==> config.mk <==
export PLATFORM = sky130hd
export DESIGN_NAME = miller_rabin_witness_test_unit
export DESIGN_NICKNAME = d
export VERILOG_FILES = /design/src/rtl/mrwt_pkg.sv /design/src/rtl/miller_rabin_witness_test_unit.sv /design/src/rtl/mrwt_reduce.sv /design/src/rtl/mrwt_modmul.sv
export SDC_FILE = /design/constraint.sdc
export NUM_CORES = 2
export LEC_CHECK = 0
export BUFFER_PORTS_ARGS = -buffer_cell sky130_fd_sc_hd__buf_2
export CAP_MARGIN = 10
export CORE_UTILIZATION = 60
export DETAILED_ROUTE_END_ITERATION = 7
export HOLD_SLACK_MARGIN = 0.12
export MAX_ROUTING_LAYER = met4
export PLACE_DENSITY = 0.76
export REMOVE_ABC_BUFFERS = 1
export SYNTH_ARGS = -nofsm -noshare
export SYNTH_HDL_FRONTEND = slang
export SYNTH_SLANG_ARGS = --single-unit
==> constraint.sdc <==
create_clock -name clk -period 15.3 [get_ports clk]
set_input_delay 3.06 -clock clk [delete_from_list [all_inputs] [get_ports clk]]
set_output_delay 3.06 -clock clk [all_outputs]
set_load 0.05 [all_outputs]
==> src/rtl/mrwt_pkg.sv <==
// Shared widths, types and status struct of the Miller-Rabin witness test unit.
package mrwt_pkg;

	localparam int MODULUS_BITS = 63;
	localparam int CNT_W        = $clog2(MODULUS_BITS);

	typedef logic [MODULUS_BITS-1:0] operand_t;
	typedef logic [MODULUS_BITS:0]   wide_t;
	typedef logic [CNT_W-1:0]        cnt_t;

	localparam cnt_t     LAST_STEP = cnt_t'(MODULUS_BITS - 1);
	localparam operand_t ONE       = operand_t'(1);

	// Status of an iterative arithmetic unit.
	typedef struct packed {
		logic busy;
		logic done;
	} unit_stat_t;

endpackage

==> src/rtl/miller_rabin_witness_test_unit.sv <==
// Top level of the Miller-Rabin witness test unit: sequencer around a remainder unit and a shared multiplier.
//
//  channel | direction | handshake           | payload
//  --------+-----------+---------------------+------------------------------
//  in      | to unit   | in_valid / in_stall | modulus[62:0], witness[62:0]
//  out     | from unit | out_valid/out_stall | composite
//
// Work: one transaction first reduces the witness, then runs modular multiplications
//   of 63 shift-add steps each, at most (popcount(q) + bitlen(q) - 1 + k - 1) of them,
//   all on the shared shift-add multiplier.
// A modulus below three skips both arithmetic units.
// Reset: arst_n clears the sequencer and the output valid; no clearing pass.
// Stalls: in_stall is high while a transaction is at work or waits for the output
//   register; a finished result waits there, and a new transaction can be taken meanwhile.
module miller_rabin_witness_test_unit (
	input  logic                    clk,
	input  logic                    arst_n,
	input  logic                    in_valid,
	output logic                    in_stall,
	input  mrwt_pkg::operand_t      modulus,
	input  mrwt_pkg::operand_t      witness,
	output logic                    out_valid,
	input  logic                    out_stall,
	output logic                    composite
);

	typedef enum logic [7:0] {
		S_IDLE     = 8'b0000_0001,
		S_REDUCE   = 8'b0000_0010,
		S_EXP      = 8'b0000_0100,
		S_MUL_ACC  = 8'b0000_1000,
		S_MUL_BASE = 8'b0001_0000,
		S_CHECK    = 8'b0010_0000,
		S_SQR      = 8'b0100_0000,
		S_DONE     = 8'b1000_0000
	} state_t;

	state_t                 state_q;
	logic                   comp_q;
	logic                   out_valid_q;
	logic                   composite_q;

	mrwt_pkg::operand_t     n_q;     // modulus
	mrwt_pkg::operand_t     a_q;     // base, repeatedly squared
	mrwt_pkg::operand_t     acc_q;   // power accumulator, then x of the squaring chain
	mrwt_pkg::operand_t     e_q;     // n-1 during stripping, then remaining exponent
	mrwt_pkg::cnt_t         k_q;     // factors of two, then squarings left

	logic                   in_fire;
	logic                   out_load;
	logic                   small_n;
	logic                   red_start;
	logic                   mm_start;
	logic                   hit_pass;
	logic                   sqr_hit;
	mrwt_pkg::operand_t     nm1;
	mrwt_pkg::operand_t     mm_x;
	mrwt_pkg::operand_t     mm_y;
	mrwt_pkg::operand_t     mm_res;
	mrwt_pkg::operand_t     red_rem;
	mrwt_pkg::unit_stat_t   mm_stat;
	mrwt_pkg::unit_stat_t   red_stat;

	assign in_stall = (state_q != S_IDLE);
	assign in_fire  = in_valid && !in_stall;
	assign small_n  = (modulus < mrwt_pkg::operand_t'(3));
	assign nm1      = n_q - mrwt_pkg::ONE;
	assign hit_pass = (acc_q == mrwt_pkg::ONE) || (acc_q == nm1);
	assign sqr_hit  = (mm_res == nm1);
	assign out_load = (state_q == S_DONE) && (!out_valid_q || !out_stall);

	// Launch the remainder unit straight from the input ports.
	assign red_start = in_fire && !small_n;

	// Issue a multiplication: accumulator step, base square, or the squaring chain.
	always_comb begin
		mm_start = 1'b0;
		unique case (state_q)
			S_EXP:   mm_start = (e_q != '0);
			S_CHECK: mm_start = !hit_pass && (k_q >= mrwt_pkg::cnt_t'(2));
			S_SQR:   mm_start = mm_stat.done && !sqr_hit && (k_q != mrwt_pkg::cnt_t'(1));
			default: mm_start = 1'b0;
		endcase
	end

	// Chain squarings restart on the fresh product before acc_q catches up.
	assign mm_x = (state_q == S_SQR) ? mm_res :
	              (((state_q == S_EXP) && !e_q[0]) ? a_q : acc_q);
	assign mm_y = (state_q == S_SQR) ? mm_res :
	              ((state_q == S_EXP) ? a_q : acc_q);

	mrwt_reduce u_reduce (
		.clk      (clk),
		.arst_n   (arst_n),
		.start    (red_start),
		.dividend (witness),
		.divisor  (modulus),
		.stat     (red_stat),
		.rem      (red_rem)
	);

	mrwt_modmul u_modmul (
		.clk     (clk),
		.arst_n  (arst_n),
		.start   (mm_start),
		.x       (mm_x),
		.y       (mm_y),
		.m       (n_q),
		.stat    (mm_stat),
		.product (mm_res)
	);

	// Sequencer and output register.
	always_ff @(posedge clk or negedge arst_n) begin
		if (!arst_n) begin
			state_q     <= S_IDLE;
			comp_q      <= 1'b0;
			out_valid_q <= 1'b0;
			composite_q <= 1'b0;
		end else begin
			if (out_load) begin
				out_valid_q <= 1'b1;
				composite_q <= comp_q;
			end else if (out_valid_q && !out_stall) begin
				out_valid_q <= 1'b0;
			end
			unique case (state_q)
				S_IDLE: begin
					if (in_fire) begin
						if (small_n) begin
							// Zero and one are no candidates; two is prime.
							comp_q  <= (modulus != mrwt_pkg::operand_t'(2));
							state_q <= S_DONE;
						end else begin
							state_q <= S_REDUCE;
						end
					end
				end
				S_REDUCE: begin
					if (red_stat.done) begin
						state_q <= S_EXP;
					end
				end
				S_EXP: begin
					if (e_q == '0) begin
						state_q <= S_CHECK;
					end else if (e_q[0]) begin
						state_q <= S_MUL_ACC;
					end else begin
						state_q <= S_MUL_BASE;
					end
				end
				S_MUL_ACC, S_MUL_BASE: begin
					if (mm_stat.done) begin
						state_q <= S_EXP;
					end
				end
				S_CHECK: begin
					if (hit_pass) begin
						comp_q  <= 1'b0;
						state_q <= S_DONE;
					end else if (k_q < mrwt_pkg::cnt_t'(2)) begin
						comp_q  <= 1'b1;
						state_q <= S_DONE;
					end else begin
						state_q <= S_SQR;
					end
				end
				S_SQR: begin
					if (mm_stat.done) begin
						if (sqr_hit) begin
							comp_q  <= 1'b0;
							state_q <= S_DONE;
						end else if (k_q == mrwt_pkg::cnt_t'(1)) begin
							comp_q  <= 1'b1;
							state_q <= S_DONE;
						end
					end
				end
				S_DONE: begin
					// Hold until the output register is free.
					if (out_load) begin
						state_q <= S_IDLE;
					end
				end
				default: state_q <= S_IDLE;
			endcase
		end
	end

	// Datapath registers.
	always_ff @(posedge clk) begin
		unique case (state_q)
			S_IDLE: begin
				if (in_fire) begin
					n_q <= modulus;
					e_q <= modulus - mrwt_pkg::ONE;
					k_q <= '0;
				end
			end
			S_REDUCE: begin
				// Strip factors of two from n-1 while the witness is reduced;
				// stripping always ends before the remainder unit does.
				if (!e_q[0]) begin
					e_q <= e_q >> 1;
					k_q <= k_q + mrwt_pkg::cnt_t'(1);
				end
				if (red_stat.done) begin
					a_q   <= red_rem;
					acc_q <= mrwt_pkg::ONE;
				end
			end
			S_MUL_ACC: begin
				if (mm_stat.done) begin
					acc_q <= mm_res;
					e_q   <= {e_q[mrwt_pkg::MODULUS_BITS-1:1], 1'b0};
				end
			end
			S_MUL_BASE: begin
				if (mm_stat.done) begin
					a_q <= mm_res;
					e_q <= e_q >> 1;
				end
			end
			S_CHECK: begin
				if (mm_start) begin
					k_q <= k_q - mrwt_pkg::cnt_t'(1);
				end
			end
			S_SQR: begin
				if (mm_stat.done) begin
					acc_q <= mm_res;
				end
				if (mm_start) begin
					k_q <= k_q - mrwt_pkg::cnt_t'(1);
				end
			end
			default: begin
			end
		endcase
	end

	assign out_valid = out_valid_q;
	assign composite = composite_q;

	a_base_reduced: assert property (@(posedge clk) disable iff (!arst_n)
		state_q == S_EXP |-> (a_q < n_q) && (acc_q < n_q))
		else $error("exponentiation operand not reduced");
	a_units_apart: assert property (@(posedge clk) disable iff (!arst_n)
		red_stat.busy |-> !mm_stat.busy)
		else $error("remainder unit and multiplier busy together");
	a_wait_unit: assert property (@(posedge clk) disable iff (!arst_n)
		(state_q == S_MUL_ACC || state_q == S_MUL_BASE || state_q == S_SQR)
		|-> mm_stat.busy || mm_stat.done)
		else $error("sequencer waits on an idle multiplier");
	a_result_out: assert property (@(posedge clk) disable iff (!arst_n)
		out_load |=> out_valid_q && (state_q == S_IDLE))
		else $error("result not presented after completion");

endmodule

==> src/rtl/mrwt_reduce.sv <==
// Restoring remainder unit: dividend mod divisor, one dividend bit per cycle.
module mrwt_reduce (
	input  logic                    clk,
	input  logic                    arst_n,
	input  logic                    start,
	input  mrwt_pkg::operand_t      dividend,
	input  mrwt_pkg::operand_t      divisor,
	output mrwt_pkg::unit_stat_t    stat,
	output mrwt_pkg::operand_t      rem
);

	logic                busy_q;
	logic                done_q;
	mrwt_pkg::cnt_t      cnt_q;
	mrwt_pkg::operand_t  num_q;
	mrwt_pkg::operand_t  div_q;
	mrwt_pkg::operand_t  rem_q;
	mrwt_pkg::wide_t     trial;
	mrwt_pkg::wide_t     rem_next;

	// Shift in the next dividend bit, subtract the divisor once if it fits.
	always_comb begin
		trial = {rem_q, num_q[mrwt_pkg::MODULUS_BITS-1]};
		if (trial >= {1'b0, div_q}) begin
			rem_next = trial - {1'b0, div_q};
		end else begin
			rem_next = trial;
		end
	end

	always_ff @(posedge clk or negedge arst_n) begin
		if (!arst_n) begin
			busy_q <= 1'b0;
			done_q <= 1'b0;
			cnt_q  <= '0;
		end else begin
			done_q <= 1'b0;
			if (start) begin
				busy_q <= 1'b1;
				cnt_q  <= '0;
			end else if (busy_q) begin
				cnt_q <= cnt_q + mrwt_pkg::cnt_t'(1);
				if (cnt_q == mrwt_pkg::LAST_STEP) begin
					busy_q <= 1'b0;
					done_q <= 1'b1;
				end
			end
		end
	end

	always_ff @(posedge clk) begin
		if (start) begin
			num_q <= dividend;
			div_q <= divisor;
			rem_q <= '0;
		end else if (busy_q) begin
			num_q <= num_q << 1;
			rem_q <= rem_next[mrwt_pkg::MODULUS_BITS-1:0];
		end
	end

	assign stat.busy = busy_q;
	assign stat.done = done_q;
	assign rem       = rem_q;

	a_start_idle: assert property (@(posedge clk) disable iff (!arst_n)
		start |-> !busy_q) else $error("reduce started while busy");
	a_rem_below: assert property (@(posedge clk) disable iff (!arst_n)
		busy_q |-> rem_q < div_q) else $error("partial remainder not below divisor");
	a_done_pulse: assert property (@(posedge clk) disable iff (!arst_n)
		done_q |=> !done_q) else $error("reduce done held over two cycles");

endmodule

==> src/rtl/mrwt_modmul.sv <==
// Shift-add modular multiplier: x * y mod m, one multiplier bit per cycle.
module mrwt_modmul (
	input  logic                    clk,
	input  logic                    arst_n,
	input  logic                    start,
	input  mrwt_pkg::operand_t      x,
	input  mrwt_pkg::operand_t      y,
	input  mrwt_pkg::operand_t      m,
	output mrwt_pkg::unit_stat_t    stat,
	output mrwt_pkg::operand_t      product
);

	logic                busy_q;
	logic                done_q;
	mrwt_pkg::cnt_t      cnt_q;
	mrwt_pkg::operand_t  acc_q;
	mrwt_pkg::operand_t  addend_q;
	mrwt_pkg::operand_t  mult_q;
	mrwt_pkg::operand_t  mod_q;
	mrwt_pkg::operand_t  acc_next;
	mrwt_pkg::operand_t  addend_next;

	// (a + b) mod mod_q for a, b below mod_q.
	function automatic mrwt_pkg::operand_t add_mod(mrwt_pkg::operand_t a,
	                                               mrwt_pkg::operand_t b,
	                                               mrwt_pkg::operand_t md);
		mrwt_pkg::wide_t s;
		s = {1'b0, a} + {1'b0, b};
		if (s >= {1'b0, md}) begin
			s = s - {1'b0, md};
		end
		return s[mrwt_pkg::MODULUS_BITS-1:0];
	endfunction

	// Accumulate and double in parallel: two independent add-and-compare paths.
	always_comb begin
		acc_next    = mult_q[0] ? add_mod(acc_q, addend_q, mod_q) : acc_q;
		addend_next = add_mod(addend_q, addend_q, mod_q);
	end

	always_ff @(posedge clk or negedge arst_n) begin
		if (!arst_n) begin
			busy_q <= 1'b0;
			done_q <= 1'b0;
			cnt_q  <= '0;
		end else begin
			done_q <= 1'b0;
			if (start) begin
				busy_q <= 1'b1;
				cnt_q  <= '0;
			end else if (busy_q) begin
				cnt_q <= cnt_q + mrwt_pkg::cnt_t'(1);
				if (cnt_q == mrwt_pkg::LAST_STEP) begin
					busy_q <= 1'b0;
					done_q <= 1'b1;
				end
			end
		end
	end

	always_ff @(posedge clk) begin
		if (start) begin
			acc_q    <= '0;
			addend_q <= x;
			mult_q   <= y;
			mod_q    <= m;
		end else if (busy_q) begin
			acc_q    <= acc_next;
			addend_q <= addend_next;
			mult_q   <= mult_q >> 1;
		end
	end

	assign stat.busy = busy_q;
	assign stat.done = done_q;
	assign product   = acc_q;

	a_start_idle: assert property (@(posedge clk) disable iff (!arst_n)
		start |-> !busy_q) else $error("multiplier started while busy");
	a_acc_below: assert property (@(posedge clk) disable iff (!arst_n)
		busy_q |-> (acc_q < mod_q) && (addend_q < mod_q))
		else $error("multiplier operand left the residue range");
	a_done_clear: assert property (@(posedge clk) disable iff (!arst_n)
		done_q |-> !busy_q) else $error("multiplier done while still busy");

endmodule
### Word-level counts from Yosys, hierarchy flattened

Index checks and enable logic that the tools add are counted.

* add/sub/neg operators: 11
* div/mod/pow operators: 0
* reductions and logical operators: 40
* muxes and demuxes: 67
* shifts and indexed selects: 0
* magnitude comparators: 6
* eq/ne operators: 30
* $mul: 0
* bitwise logic cells: 1

Operators by type and width (number)
* two-way mux 63 bit: 19
* one-hot mux 63 bit (2 select lines): 2
* one-hot mux 63 bit (4 select lines): 1
* greater-or-equal comparator 64 x 63 -> 1 bit: 3
* subtractor 63 bit: 3
* adder 63 x 63 -> 64 bit: 2
* == test 63 bit: 2
* subtractor 63 x 1 -> 63 bit, second input constant: 2
* two-way mux 8 bit: 10
* == test 63 x 1 -> 1 bit, second input constant: 1
* logical NOT 63 bit: 1
* < comparator 63 x 2 -> 1 bit, second input constant: 1
* != test 63 x 2 -> 1 bit, second input constant: 1
* nonzero test 63 bit: 1
* one-hot mux 8 bit (7 select lines): 1
* two-way mux 6 bit: 8
* two-way mux 1 bit: 22
* adder 6 x 1 -> 6 bit, second input constant: 3
* one-hot mux 6 bit (3 select lines): 1
* != test 2 x 1 -> 1 bit, second input constant: 7
* == test 6 bit, second input constant: 2
* AND reduction 6 bit: 2
* nonzero test 2 bit: 5
* nonzero test 3 bit: 3
* other kinds (29): 52

* logic and storage cells: 178
* ROM bits: 0
* latch bits: 0
* memories: 0
* register bits: 726
* memory bits (writable): 0

### Longest topological paths before layout

* depth after elaboration: 8
* depth in mapped cells: 29
* depth with buffers taken out: 27

### By module

Synthesis repeated with hierarchy kept, for this count alone.

* cell total of the unflattened synthesis: 5907
* area total of the unflattened synthesis: 53316.1 sq um

Modules (own cells, without submodules)
* mrwt_modmul: instances 1, cells each 2595, area an instance 22387.7 sq um
* miller_rabin_witness_test_unit: instances 1, cells each 2068, area an instance 18963.2 sq um
* mrwt_reduce: instances 1, cells each 1244, area an instance 11965.2 sq um

### Least setup slack after synthesis

No wires, ideal clock.

* path kind: input to register
* start: in in_valid
* end: reg e_q[10], enable pin
* stages: 2
* path slack: 5.602 ns
* arrival time: 9.063 ns
* path buffers: 0
* data required time: 14.665 ns
* library setup time: 0.635 ns
* cells stage by stage: o21ai_0 -> nor4_1

* cells in the longest elaborated chain, start to end: 3

Ends and longest elaborated chain
* start: declaration: line miller_rabin_witness_test_unit.sv:18 `input logic in_valid,`
* logical AND 1 bit: line miller_rabin_witness_test_unit.sv:65 `assign in_fire = in_valid && !in_stall;`
* != test 2 bit (no source line)
* AND reduction 5 bit (no source line)
* end signal: assignment: line miller_rabin_witness_test_unit.sv:197 `e_q <= modulus - mrwt_pkg::ONE;`
* end signal: assignment: line miller_rabin_witness_test_unit.sv:205 `e_q <= e_q >> 1;`
* end signal: assignment: line miller_rabin_witness_test_unit.sv:216 `e_q <= {e_q[mrwt_pkg::MODULUS_BITS-1:1], 1'b0};`
* end: declaration: line miller_rabin_witness_test_unit.sv:46 `mrwt_pkg::operand_t e_q;`

Every way passes these cells.
A chain may end at the register's enable or synchronous reset.

### Final worst setup path

* start: reg u_modmul.addend_q[0]
* end: reg u_modmul.acc_q[17], in the netlist u_modmul.product[17]

* cells in the longest elaborated chain, start to end: 3

Ends and longest elaborated chain
* start: declaration: line mrwt_modmul.sv:17 `mrwt_pkg::operand_t addend_q;`
* start signal: assignment: line mrwt_modmul.sv:69 `addend_q <= addend_next;`
* adder 63 x 63 -> 64 bit *: line mrwt_modmul.sv:28 `s = {1'b0, a} + {1'b0, b};`
* subtractor 63 bit / greater-or-equal comparator 64 x 63 -> 1 bit (equally long branches): line mrwt_modmul.sv:30, mrwt_modmul.sv:29
* two-way mux 63 bit *: line mrwt_modmul.sv:29 `if (s >= {1'b0, md}) begin`
* end signal: assignment: line mrwt_modmul.sv:68 `acc_q <= acc_next;`
* end: declaration: line mrwt_modmul.sv:16 `mrwt_pkg::operand_t acc_q;`

Every way passes the cells marked *; elsewhere a longest branch is shown, timed or not.

==> flow_summary.yaml <==
synthesis:
  synth.distinct_cells: 99
  synth_edf_count: 573
  netlist.area_leader.share_pct: 33.34
  syn_inst: 5832
  yosysWarnings: 0
  async_reset_ff_share_pct: 3.719
  syn_area_mm2: 0.05160
  synth-seq-area-share_pct: 39.54
  synth_area_leaders: "edfxtp_1 33%, nand2_1 6.4%, ha_1 6.4%"
  synth_top_cell_by_area: "edfxtp_1"
  synth-main-ff-cell: "edfxtp_1"
  syn_avg_cell_area_um2: 8.848
  ys_top_cells_by_count: "880 x nand2_1, 573 x edfxtp_1, 421 x o21ai_0, 411 x a21oi_1, 389 x nor2_1"
  yosysMostFrequentCell: "nand2_1"
  synth-seq-cells: 726
worst_hold_path:
  hold_end: "composite"
  hp-start: "composite"
  hold_path.class: "register to register"
  worstHoldPathCells: 2
critical_path:
  end_kind: "register"
  r2r_cells: 24
  crit_type: "register to register"
  cp_max_fo: 54
  startpoint_type: "register"
  cp_data_required_time_ns: 15.85
  r2r_end: "u_modmul.product[17]"
  r2r_start: "u_modmul.addend_q[0]"
  ff2ff_setup_slack_ns: 6.56
  arrival_ns: 9.29
floorplan:
  placementRows: 107
  pin_count: 133
  initial_core_util_pct: 60.60
  fp.dieW_um: 295.3
  dieArea_mm2: 0.08718
  fp.dieH_um: 295.3
  core_mm2: 0.08515
global_routing:
  grtUsageMet1_pct: 55.94
  grt_pass1_wl_mm: 256.2
  grt_use_total_pct: 40.03
  met2_usage_pct: 57.44
  antenna_found_initial: 7
  grt_max_degree: 218
  top_usage_layer: "met2"
  grt_overflow_total: 0
  grt_use_met3_pct: 6.413
  grt_pass1_vias: 42130
cts:
  cts_root_buffer: "clkbuf_16"
  cts_tree: "yes"
  clkTransAtPathRegs_ns: 0.07
  cts_resized: 0
  cts_max_level: 3
  cts_buffers: 81
  clkLatencyLatePin_ns: 0.66
  clockBufferDepth: 3
  cts_sinks: 726
  cts_setup_buffers: 0
  cts_hold_buf: 0
timing:
  slew_headroom_pct: 9.214
  tns_ns: 0
  max_freq_mhz: 114.4
  tightest_slew_ns: 1.327
  finalHoldViolations: 0
  final.min_clock_period_ns: 8.738
  finalSetupViolations: 0
  slew_viol_final: 0
  skew_ns: 0.03122
  rsz0062_at_grt: "no"
  period_share_pct: 57.11
place:
  routabilityCongestion: 1.099
  dp_hpwl_mm: 129.8
  placed_area_mm2: 0.05290
  io_buffers: 132
final_layout:
  seq_area_mm2: 0.02041
  syn_to_final_growth_pct: 7.963
  num-fill-cells: 7200
  drive_gt1_share_pct: 7.702
  multi_input_area_mm2: 0.02924
  final_cell_area_mm2: 0.05571
  nNetsFinal: 6171
drt:
  drtIter0Drc: 5405
  wire_per_inst_um: 24.65
  vias: 45610
  drc: 0
  wl_mm: 172.3
  firstDrtPassIters: 6
  antenna_left: 0
  vias_per_cell: 6.524
run:
  cap_violations: 0
outcome:
  status: "complete, no violations"
-- metrics by stage --
| stage | setup slack [ns] | std cells | util [%] | hold WS, ns |
|---|---|---|---|---|
| 3_3_place_gp | 7.057 | 6835 | 62.12 | 0.4635 |
| 6_report | 6.562 | 6991 | 65.43 | 0.4858 |
| 2_1_floorplan | 1.629 | 5510 | - | 0.4518 |
| 4_1_cts | 6.790 | 6987 | 65.42 | 0.4818 |
| 3_5_place_dp | 6.855 | 6835 | 62.12 | 0.4691 |
| 5_1_grt | 5.998 | 6991 | 65.43 | 0.5293 |
-- layout make-up --
class                           count  area share, %
Multi-Input combinational cell   4581          52.49
Sequential cell                   726          36.63
Clock buffer                      109          4.092
Tap cell                         1144          2.569
Timing Repair Buffer              181          1.869
Inverter                          203          1.386
Clock inverter                     43         0.9433
Antenna cell                        4        0.01797
-- metal layers --
metal / vias to the layer above / wire [um]
met5: - / 0
met4: 0 / 7528
met3: 293 / 17660
met2: 2245 / 74050
met1: 21800 / 73080
li1: 21280 / -
-- state kept, by name, summed over array words and instances (netlist names), 8 cells and up --
name               cells
a_q                   63
u_modmul.mod_q        63
u_modmul.addend_q     63
state_q                8
u_reduce.div_q        63
u_reduce.num_q        63
u_reduce.rem          63
e_q                   63
acc_q                 63
u_modmul.mult_q       63
u_modmul.product      63
n_q                   63
-- cells by family (layout without fill, tap and decap cells) --
family	after synthesis	in the layout	synth area share [%]
other	0	4	0
muxes	119	119	2.471
DFF	726	726	39.54
AOI/OAI and AO/OA	1593	1593	19.79
buffers and inverters	525	536	3.974
xor gates and xnor gates	453	453	7.769
and+or+nand+nor	2149	2149	19.92
adders and majority gates	267	267	6.532
-- cells in the final DEF (no fill, tap or decap), types with 39 or more instances in the layout --
cell type / instances
nand2_1: 877
edfxtp_1: 573
o21ai_0: 421
a21oi_1: 411
nor2_1: 387
xnor2_1: 276
ha_1: 263
inv_1: 198
a21o_1: 180
nand3_1: 174
xor2_1: 174
buf_2: 132
dfxtp_1: 126
nor3_1: 115
nand4_1: 102
a211oi_1: 91
nor4_1: 87
clkbuf_16: 87
and2_1: 86
mux2_2: 66
nand2b_1: 55
mux2i_1: 52
o211a_1: 51
a31oi_1: 50
nor2b_1: 48
buf_4: 48
o21bai_1: 42
o211ai_1: 41
o21a_1: 39
a311oi_1: 39
-- critical path, cell delays in order, from the launching register on --
cell	delay, ns
edfxtp_1	0.45
ha_1	0.26
fa_1	0.44
a211oi_1	0.28
o21ai_0	0.23
o311ai_0	0.51
a21oi_1	0.24
o21ai_0	0.67
a31oi_1	0.27
a21oi_1	0.42
o21ai_0	0.27
xnor2_1	0.20
ha_1	0.45
nand4_1	0.19
nor2_1	0.80
nand4_1	0.38
nor3_1	0.82
nor2_1	0.09
o311ai_0	0.17
a22oi_2	0.15
buf_4	0.30
buf_4	0.39
nor3_1	0.27
a21oi_1	0.06
a211oi_1	0.26
-- how the worst max path moves through the flow --
stage / slack, ns / end / start
after floorplan: 1.63 / u_reduce.num_q[0] / in_valid
after global placement: 7.06 / e_q[59] / modulus[19]
after detailed placement: 6.86 / u_modmul.product[17] / u_modmul.addend_q[0]
after CTS: 6.79 / u_modmul.product[17] / u_modmul.addend_q[0]
after global routing: 6.00 / u_modmul.product[7] / u_modmul.addend_q[0]
final: 6.56 / u_modmul.product[17] / u_modmul.addend_q[0]
Power is not shown: default switching activity piles up to over one toggle a cycle in this logic, so the estimate is an artifact.
